## config.mk

```make
export PLATFORM = sky130hd
export DESIGN_NAME = vid_ctrl
export DESIGN_NICKNAME = d
export VERILOG_FILES = /design/src/vid_pkg.sv /design/src/vid_ctrl.sv
export SDC_FILE = /design/constraint.sdc
export NUM_CORES = 1
export LEC_CHECK = 0
export BUFFER_PORTS_ARGS = -buffer_cell sky130_fd_sc_hd__buf_2
export CORE_AREA = 2 2 39 41
export CTS_CLUSTER_SIZE = 40
export DETAILED_ROUTE_END_ITERATION = 10
export DIE_AREA = 0 0 41 43
export GPL_TIMING_DRIVEN = 1
export PLACE_DENSITY = 0.54
export SYNTH_ARGS = -nofsm -noshare
export SYNTH_HDL_FRONTEND = slang
export SYNTH_SLANG_ARGS = --single-unit
```

## constraint.sdc

```tcl
create_clock -name clk -period 1.75 [get_ports clk]
set_input_delay 0.35 -clock clk [delete_from_list [all_inputs] [get_ports clk]]
set_output_delay 0.35 -clock clk [all_outputs]
set_load 0.01 [all_outputs]
```

## src/vid_pkg.sv

```systemverilog
package vid_pkg;

	localparam int POSITION_DEPTH_DEF = 1024;
	localparam int TEXCOORD_DEPTH_DEF = 1024;
	localparam int NORMAL_DEPTH_DEF   = 1024;
	localparam int UNIQUE_DEPTH_DEF   = 1024;

	localparam int IDX_W  = 10;
	localparam int WORD_W = 32;

	// opcodes of an input item
	localparam logic [2:0] OP_LOAD_POS = 3'd0;
	localparam logic [2:0] OP_LOAD_TEX = 3'd1;
	localparam logic [2:0] OP_LOAD_NRM = 3'd2;
	localparam logic [2:0] OP_CORNER   = 3'd3;
	localparam logic [2:0] OP_CLEAR    = 3'd4;

	// result status codes
	localparam logic [1:0] ST_MATCH = 2'd0;
	localparam logic [1:0] ST_NEW   = 2'd1;
	localparam logic [1:0] ST_FULL  = 2'd2;
	localparam logic [1:0] ST_RANGE = 2'd3;

	typedef struct packed {
		logic [2:0]        opcode;
		logic [IDX_W-1:0]  entry_index;
		logic [WORD_W-1:0] word_x;
		logic [WORD_W-1:0] word_y;
		logic [WORD_W-1:0] word_z;
		logic [IDX_W-1:0]  position_index;
		logic [IDX_W-1:0]  texcoord_index;
		logic [IDX_W-1:0]  normal_index;
	} vid_in_t;

	typedef struct packed {
		logic [1:0]        status;
		logic [IDX_W-1:0]  element_index;
		logic [WORD_W-1:0] pos_x;
		logic [WORD_W-1:0] pos_y;
		logic [WORD_W-1:0] pos_z;
		logic [WORD_W-1:0] tex_u;
		logic [WORD_W-1:0] tex_v;
		logic [WORD_W-1:0] nrm_x;
		logic [WORD_W-1:0] nrm_y;
		logic [WORD_W-1:0] nrm_z;
	} vid_out_t;

	typedef struct packed {
		logic       take;
		logic       clr_tbl;
		logic       ld_pos;
		logic       ld_tex;
		logic       ld_nrm;
		logic       scan_en;
		logic       set_res;
		logic [1:0] res_code;
		logic       append;
		logic       emit;
	} dp_cmd_t;

	typedef struct packed {
		logic [2:0] opcode;
		logic       range_ok;
		logic       hit;
		logic       miss_done;
		logic       full;
		logic       out_free;
	} dp_sts_t;

	function automatic logic in_range(input logic [IDX_W-1:0] idx, input int depth);
		return {22'd0, idx} < 32'(depth);
	endfunction

endpackage

```

## src/vid_ctrl.sv

```systemverilog
module vid_ctrl
	import vid_pkg::*;
(
	input  logic    clk,
	input  logic    arst_n,
	input  logic    in_valid,
	output logic    in_ready,
	input  dp_sts_t sts,
	output dp_cmd_t cmd
);
	localparam logic [1:0] S_IDLE   = 2'd0;
	localparam logic [1:0] S_CHECK  = 2'd1;
	localparam logic [1:0] S_SEARCH = 2'd2;
	localparam logic [1:0] S_EMIT   = 2'd3;

	logic [1:0] state_q, state_nxt;

	always_comb begin
		cmd       = '0;
		state_nxt = state_q;
		in_ready  = 1'b0;
		unique case (state_q)
			S_IDLE: begin
				in_ready = 1'b1;
				if (in_valid) begin
					unique case (sts.opcode)
						OP_LOAD_POS: cmd.ld_pos = 1'b1;
						OP_LOAD_TEX: cmd.ld_tex = 1'b1;
						OP_LOAD_NRM: cmd.ld_nrm = 1'b1;
						OP_CLEAR:    cmd.clr_tbl = 1'b1;
						OP_CORNER: begin
							cmd.take  = 1'b1;
							state_nxt = S_CHECK;
						end
						default: ;
					endcase
				end
			end
			// store reads for the new indices are issued during this cycle
			S_CHECK: begin
				if (!sts.range_ok) begin
					cmd.set_res  = 1'b1;
					cmd.res_code = ST_RANGE;
					state_nxt    = S_EMIT;
				end else begin
					state_nxt = S_SEARCH;
				end
			end
			S_SEARCH: begin
				cmd.scan_en = 1'b1;
				if (sts.hit) begin
					cmd.set_res  = 1'b1;
					cmd.res_code = ST_MATCH;
					state_nxt    = S_EMIT;
				end else if (sts.miss_done) begin
					cmd.set_res = 1'b1;
					if (sts.full) begin
						cmd.res_code = ST_FULL;
					end else begin
						cmd.res_code = ST_NEW;
						cmd.append   = 1'b1;
					end
					state_nxt = S_EMIT;
				end
			end
			S_EMIT: begin
				if (sts.out_free) begin
					cmd.emit  = 1'b1;
					state_nxt = S_IDLE;
				end
			end
			default: state_nxt = S_IDLE;
		endcase
	end

	always_ff @(posedge clk or negedge arst_n) begin
		if (!arst_n) begin
			state_q <= S_IDLE;
		end else begin
			state_q <= state_nxt;
		end
	end

	a_take_idle: assert property (@(posedge clk) disable iff (!arst_n)
		cmd.take |=> state_q == S_CHECK)
		else $error("corner transfer did not start a check");

	a_append_miss: assert property (@(posedge clk) disable iff (!arst_n)
		cmd.append |-> state_q == S_SEARCH && sts.miss_done && !sts.hit)
		else $error("append outside a completed miss");

	a_emit_ret: assert property (@(posedge clk) disable iff (!arst_n)
		cmd.emit |=> in_ready)
		else $error("controller not idle after result");
endmodule

```

**Word-level counts from Yosys, hierarchy flattened**

Cells that the tools add are included.

- Logic and storage cells: 41
- RAM bits: 0
- Input port bits: 11
- Latch bits: 0
- Bits in registers: 2
- Memories kept: 0
- Bits in read-only memories: 0

- Magnitude comparators: 0
- Muxes and demuxes: 26
- Bitwise operators: 0
- Div/mod/pow operators: 0
- Reduce and logical (&&, ||, !) cells: 3
- Add/sub/neg operators: 0
- Multipliers: 0
- Shift operators: 0
- Eq/ne operators: 11

Operators by type and width:

| kind | count |
|---|---|
| $mux W1 | 13 |
| $mux W2 | 6 |
| $mux W5 | 2 |
| $pmux W2 S4 | 1 |
| $eq A3 B2 Y1 const B | 2 |
| $mux W3 | 2 |
| $pmux W3 S2 | 1 |
| $eq A2 B2 Y1 const B | 2 |
| $mux W4 | 1 |
| $ne A2 B2 Y1 const B | 2 |
| $reduce_and A4 Y1 | 1 |
| $eq A3 B1 Y1 const B | 1 |
| $eq A3 B3 Y1 const B | 1 |
| $logic_not A3 Y1 | 1 |
| $ne A3 B3 Y1 const B | 1 |
| $eq A2 B1 Y1 const B | 1 |
| $logic_not A2 Y1 | 1 |
| $ne A2 B1 Y1 const B | 1 |

**Longest topological paths before layout**

Gate-level depths: netlist (run 1).

- Depth in word-level cells: 4
- Depth in mapped cells: 5
- Depth with buffers taken out: 5

**Worst setup path after synthesis (run 1)**

OpenSTA, ideal clock, no wires.

- Kind: reg-to-output
- Start: register state_q[0]
- End: output cmd[9] (netlist bit)
- Data required time: 1400 ps
- Path slack: 204 ps
- Cell stages (with the launch flop): 5
- Arrival: 1196 ps
- Path buffers: 0
- Path through: dfrtp_1 > inv_1 > ha_1 > nand3b_1 > nor3b_1

RTL lines:

| what | RTL line | source |
|---|---|---|
| start, declared | vid_ctrl.sv:16 | `logic [1:0] state_q, state_nxt;` |
| start signal, assigned | vid_ctrl.sv:80 | `state_q <= state_nxt;` |
| end, declared | vid_ctrl.sv:9 | `output dp_cmd_t cmd` |

==> flow_summary_export.csv, run 1 <==
group,metric,value,unit
status,outcome,"completed",
global_route,grt_usage,8.94,%
critical_path,rrSetupSlack,0.20,ns
placed_design,postPlaceCellArea,407,um^2
critical_path,cp_slowest_cell,"dfrtp_2",
power_and_ir_drop,ir_drop,0.793,mV
synth,syn-num-nets,47,
clock_tree,cts_tree,"built",
global_route,grt_pass1_wl,1020,um
power_and_ir_drop,power.density,1420,mW/mm^2
critical_path,start_kind,"flip-flop",
critical_path,critPathTopFamily,"flip-flops",
critical_path,cp_cell_sequence,"inv_2 > ha_4 > nand3b_1 > nor3b_2 > buf_2",
critical_path,criticalPathCategory,"flip-flop to primary output",
floorplan,die_y,43,um
synth,synthMuxAreaShare,5.43,%
route,finalWirelength,720,um
floorplan,rows,14,
cells_and_area,biggestRegsByFlops,"state_q (2)",
timing,post-route-period-util,97.7,%
clock_tree,insertion_delay,0.22,ns
synth,avgSynthCellArea,8.64,um^2
timing,finClkSkew,0.00101,ns
clock_tree,cts.sinks,2,
power_and_ir_drop,p_leak,0.242,nW
cells_and_area,drive_gt1_share,61.0,%
synth,synthDistinctLibCells,20,
timing,fin_crit,1.71,ns
critical_path,worst_ep_arrival_time,1.36,ns
synth,ys_ff_latch,2,
cells_and_area,fin_nets,76,
placed_design,io_buffers,22,
floorplan,die_x,41,um
synth,synth_warnings,0,
timing,rsz0062_at_grt,"yes",
clock_tree,cts_max_path_buffers,2,
clock_tree,h-tree-depth,1,
cells_and_area,utilization,35.1,%
timing,finalHoldViolCount,0,
critical_path,crit_buf_inv,2,
timing,max_freq,585,MHz
cells_and_area,largest_reg_flops,2,
clock_tree,root_buffer,"clkbuf_4",
power_and_ir_drop,power.switching,0.276,mW
power_and_ir_drop,p_int,0.414,mW
route,drc_errors,0,
timing,tns,0,ns
cells_and_area,insertedDiodeCount,0,
worst_hold_path,hold_path.class,"input pin to asynchronous set/reset pin",
critical_path,cpPeakStageDelay,0.43,ns
placed_design,hpwl,570,um
cells_and_area,largest_register,"state_q",
floorplan,io_pins,23,
floorplan,coreArea,0.00138,mm^2
floorplan,fp.dieArea,0.00176,mm^2
critical_path,crit_required,1.40,ns
global_route,grt_overflow,0,
cells_and_area,final_design_area_no_fill,485,um^2
power_and_ir_drop,pwr-share-clk,14.6,%
synth,syn_inst,32,
synth,synth-seq-area-share,18.1,%
synth,synth_compound_area_share,14.9,%
placed_design,place_congestion,0.708,
power_and_ir_drop,sequentialPowerShare,15.8,%
route,ant_nets,0,
power_and_ir_drop,swShare,40.0,%
synth,yosys.area_share.adder,18.1,%
route,dr.first_iter.drc_count,4,
global_route,antenna_found_initial,0,
clock_tree,cts_made_buffers,3,
timing,worstMarginPinSlew,0.223,ns
synth,synth_top_family_by_area,"simple AND/OR/NAND/NOR gates",
route,dr.pass1.iters,2,
global_route,grt_max_degree,7,
synth,syn_area,277,um^2
timing,slew_headroom,85.0,%
cells_and_area,area_delta_synth_final,75.6,%
power_and_ir_drop,pwr-share-comb,69.5,%
route,avgViaCountPerCell,4.44,
power_and_ir_drop,power,0.690,mW
global_route,grt_pass1_vias,310,
critical_path,critPathMaxFanout,5,
flow_run,maxCapViolations,0,
clock_tree,clk_pin_slew,0.03,ns
timing,fin_hold_ws,0.438,ns
synth,synth_xor_area_share,0,%
route,via_count,333,
route,avgRoutedWirePerCell,9.60,um
synth,synthSimpleGateAreaFrac,40.7,%
floorplan,floorplan.initialDensity,20.0,%
critical_path,end_kind,"primary output",
timing,setup_violations,0,
timing,slew_viol_final,0,
==> cell families after synthesis <==
kind of cell / count (synthesis)
fa+ha+maj: 4
mux: 1
compound gates: 6
simple gates: 17
buf+inv: 2
flops: 2
==> worst reg2reg max path: stages (launching register included) <==
cell and delay [ns]:
dfrtp_1 0.39, buf_4 0.14, ha_1 0.19, nor2b_1 0.15, a211o_1 0.26, mux2_4 0.31
==> per-stage QoR <==
stage,setup WS [ns],std cells
floorplan,0.204,32
global placement,0.196,70
detailed placement,0.179,70
CTS,0.00563,75
global route,-0.0457,75
finish,0.0408,75
==> worst paths after layout <==
path                                             start                endpoint  cells past startpoint
worst min-delay path                            arst_n  state_q[1]$_DFFE_PN0P_                      2
worst max-delay path            state_q[1]$_DFFE_PN0P_                  cmd[9]                      5
worst min register to register  state_q[1]$_DFFE_PN0P_  state_q[1]$_DFFE_PN0P_                      1
min in group clk                                sts[0]  state_q[0]$_DFFE_PN0P_                      4
worst max register to register  state_q[0]$_DFFE_PN0P_  state_q[1]$_DFFE_PN0P_                      5
max in group asynchronous                       arst_n  state_q[1]$_DFFE_PN0P_                      2
==> synthesized netlist by cell type <==
cell type	number	area, um^2
ha_1	4	50.1
a21boi_0	2	15.0
dfrtp_1	2	50.1
inv_1	2	7.51
nand2b_1	2	12.5
nand4b_1	2	17.5
nor2_1	2	7.51
nor2b_1	2	12.5
nor3_1	2	10.0
nor3b_1	2	15.0
a211o_1	1	8.76
a21oi_1	1	5.00
and2_1	1	6.26
and4bb_2	1	12.5
mux2_4	1	15.0
nand3_1	1	5.00
nand3b_1	1	7.51
nor4_1	1	6.26
o21a_1	1	7.51
o21ai_0	1	5.00
==> power groups by stage <==
stage / sequential (mW) / clock, mW / combinational [mW]
after floorplan: 0.0918 / 0 / 0.289
after detailed placement: 0.0967 / 0 / 0.402
after CTS: 0.0950 / 0.109 / 0.434
after global routing: 0.111 / 0.117 / 0.540
after global placement: 0.0960 / 0 / 0.409
final: 0.109 / 0.101 / 0.480
==> per-layer routing <==
metal | up-vias | wire length [um] | track usage [%]
li1 | 174 | - | -
met5 | - | 0 | 0
met4 | 0 | 0 | 8.00
met2 | 16 | 344 | 15.0
met3 | 0 | 86 | 4.19
met1 | 143 | 289 | 6.75
==> cell type report <==
cell class | instances | area, um^2
fill | 152 | 898
inverter | 2 | 7.51
timing repair buffer | 24 | 128
clock buffer | 3 | 22.5
tap | 16 | 20.0
sequential | 2 | 51.3
multi-input combinational | 28 | 256
==> cells in the final DEF (no fill, tap or decap) <==
master,instances
a211o_1,1
a21boi_0,1
a21boi_1,1
a21oi_1,1
and2_1,1
and4bb_2,1
buf_2,22
buf_4,1
clkbuf_4,3
dfrtp_1,1
dfrtp_2,1
dlygate4sd3_1,1
ha_1,2
ha_4,2
inv_2,2
mux2_4,1
nand2b_1,2
nand3_1,1
nand3b_1,1
nand4b_1,2
nor2_1,2
nor2b_1,1
nor2b_2,1
nor3_1,1
nor3_2,1
nor3b_1,1
nor3b_2,1
nor4_1,1
o21a_1,1
o21ai_0,1
==> repair_timing <==
action | CTS | global route
hold buffers | 1 | 0
resized for setup | 3 | 8
gates cloned | 0 | 0
hold endpoints to repair | 2 | 0
buffers inserted | 1 | 0
endpoints found under the setup margin | 3 | 7
pin swaps | 0 | 2
(Power assumes the default switching activity.)
==> run 2, diff against run 1 <==
SETUP_SLACK_MARGIN = 0.4   (was default)
==> flow_summary_export.csv, run 2 (synthesis gave the netlist of run 1 again) <==
group,metric,value,unit
status,outcome,"completed",
critical_path,timing.rr.start,"state_q[0]$_DFFE_PN0P_",
global_route,grt_overflow,0,
cells_and_area,fin_nets,82,
worst_hold_path,hold_path.class,"input pin to asynchronous set/reset pin",
timing,finalHoldViolCount,0,
critical_path,end_kind,"primary output",
floorplan,die_x,41,um
global_route,gr-usage-met1,8.33,%
clock_tree,insertion_delay,0.22,ns
cells_and_area,drive_gt1_share,83.1,%
critical_path,crit_buf_inv,2,
route,drc_errors,0,
clock_tree,cts_max_path_buffers,2,
global_route,grt_pass1_vias,344,
route,dr.first_iter.drc_count,2,
cells_and_area,final_common_cell,"buf_2",
timing,tns,0,ns
floorplan,coreArea,0.00138,mm^2
timing,slew_viol_final,0,
timing,max_freq,578,MHz
critical_path,crit_required,1.40,ns
power_and_ir_drop,p_leak,0.289,nW
global_route,grt_max_degree,6,
critical_path,cp_cell_sequence,"inv_2 > ha_4 > nand3b_1 > nor3b_2 > buf_2",
critical_path,critPathTopFamily,"flip-flops",
timing,post-route-period-util,98.8,%
power_and_ir_drop,power.density,1550,mW/mm^2
critical_path,criticalPathCategory,"flip-flop to primary output",
cells_and_area,layout_common_cells,"20 x buf_2, 5 x buf_4, 4 x buf_6",
timing,finClkSkew,0.000580,ns
route,avgViaCountPerCell,4.51,
floorplan,io_pins,23,
floorplan,floorplan.initialDensity,20.0,%
route,via_count,365,
cells_and_area,largest_reg_flops,2,
clock_tree,clk_pin_slew,0.03,ns
critical_path,start_kind,"flip-flop",
route,avgRoutedWirePerCell,10.7,um
route,finalWirelength,869,um
global_route,antenna_found_initial,0,
flow_run,maxCapViolations,0,
global_route,top_usage_layer,"met2",
critical_path,critPathMaxFanout,4,
global_route,met2_usage,18.8,%
cells_and_area,utilization,44.3,%
timing,fin_crit,1.73,ns
critical_path,worst_ep_arrival_time,1.38,ns
global_route,grt_usage,10.1,%
global_route,use_met3,1.57,%
timing,setup_violations,0,
cells_and_area,area_delta_synth_final,122,%
critical_path,crit_start,"state_q[0]$_DFFE_PN0P_",
placed_design,place_congestion,0.608,
route,ant_nets,0,
cells_and_area,biggestRegsByFlops,"state_q (2)",
floorplan,die_y,43,um
timing,worstMarginPinSlew,0.310,ns
power_and_ir_drop,ir_drop,0.831,mV
critical_path,cp_slowest_cell,"dfrtp_1",
cells_and_area,insertedDiodeCount,0,
timing,slew_headroom,79.2,%
clock_tree,cts.sinks,2,
timing,rsz0062_at_grt,"yes",
cells_and_area,largest_register,"state_q",
global_route,grt_pass1_wl,1190,um
clock_tree,root_buffer,"clkbuf_4",
critical_path,cpPeakStageDelay,0.39,ns
floorplan,fp.dieArea,0.00176,mm^2
clock_tree,h-tree-depth,1,
placed_design,io_buffers,22,
clock_tree,cts_made_buffers,3,
floorplan,rows,14,
route,dr.pass1.iters,3,
clock_tree,cts_tree,"built",
## run 2: changes by cell type in the layout (fill, tap and decap cells not counted), sizes merged
cell | before | now
buf | 23 | 29
## run 2: metrics by stage
| stage | hold slack, ns | instances | cell area [um^2] | power [mW] | setup WS [ns] |
|---|---|---|---|---|---|
| after CTS | 0.427 | 79 | 563 | 0.844 | 0.0243 |
| final | 0.440 | 81 | 613 | 0.948 | 0.0207 |
| after global placement | 0.136 | 70 | 457 | 0.604 | 0.238 |
| after floorplan | 0.0544 | 32 | 327 | 0.471 | 0.309 |
| after global routing | 0.434 | 81 | 613 | 1.04 | -0.0763 |
| after detailed placement | 0.136 | 70 | 457 | 0.596 | 0.214 |
## run 2: worst paths after layout
path | endpoint | slack [ns] | depth (start not counted)
hold / removal | state_q[0]$_DFFE_PN0P_ | 0.44 | 2
hold reg to reg | state_q[1]$_DFFE_PN0P_ | 0.60 | 1
setup / recovery | cmd[9] | 0.02 | 5
min in group clk | state_q[0]$_DFFE_PN0P_ | 0.57 | 4
max in group asynchronous | state_q[1]$_DFFE_PN0P_ | 1.20 | 2
setup reg to reg | state_q[1]$_DFFE_PN0P_ | 0.13 | 6
## run 2: report_power, final
group          internal, mW  switching [mW]
Sequential           0.0760          0.0313
Clock                0.0755          0.0242
Combinational         0.440           0.302
## run 2: layout make-up
cell class	instances	area [um^2]
flip-flops and latches	2	51.3
clock buffers	3	22.5
multi-input cells	28	319
fillers	144	771
repair buffers	30	193
well taps	16	20.0
inverters	2	7.51
## run 2: routing by layer
metal	wire [um]	up-vias
li1	-	183
met1	291	168
met2	521	14
met3	57	0
met4	0	0
met5	0	-
## run 2: worst reg2reg max path, delay by kind of cell, from the launching register on
kind | cells | cell delay [ns]
compound gates | 1 | 0.30
fa+ha+maj | 1 | 0.15
buf+inv | 2 | 0.24
flops | 1 | 0.39
mux | 1 | 0.31
simple gates | 1 | 0.12
## run 2: what timing repair did
| item | CTS | global route |
|---|---|---|
| hold endpoints to repair | 2 | 0 |
| setup buffers | 5 | 2 |
| endpoints found under the setup margin | 13 | 14 |
| gates resized for setup | 9 | 8 |
| pin swaps | 8 | 7 |
| hold buffers | 1 | 0 |
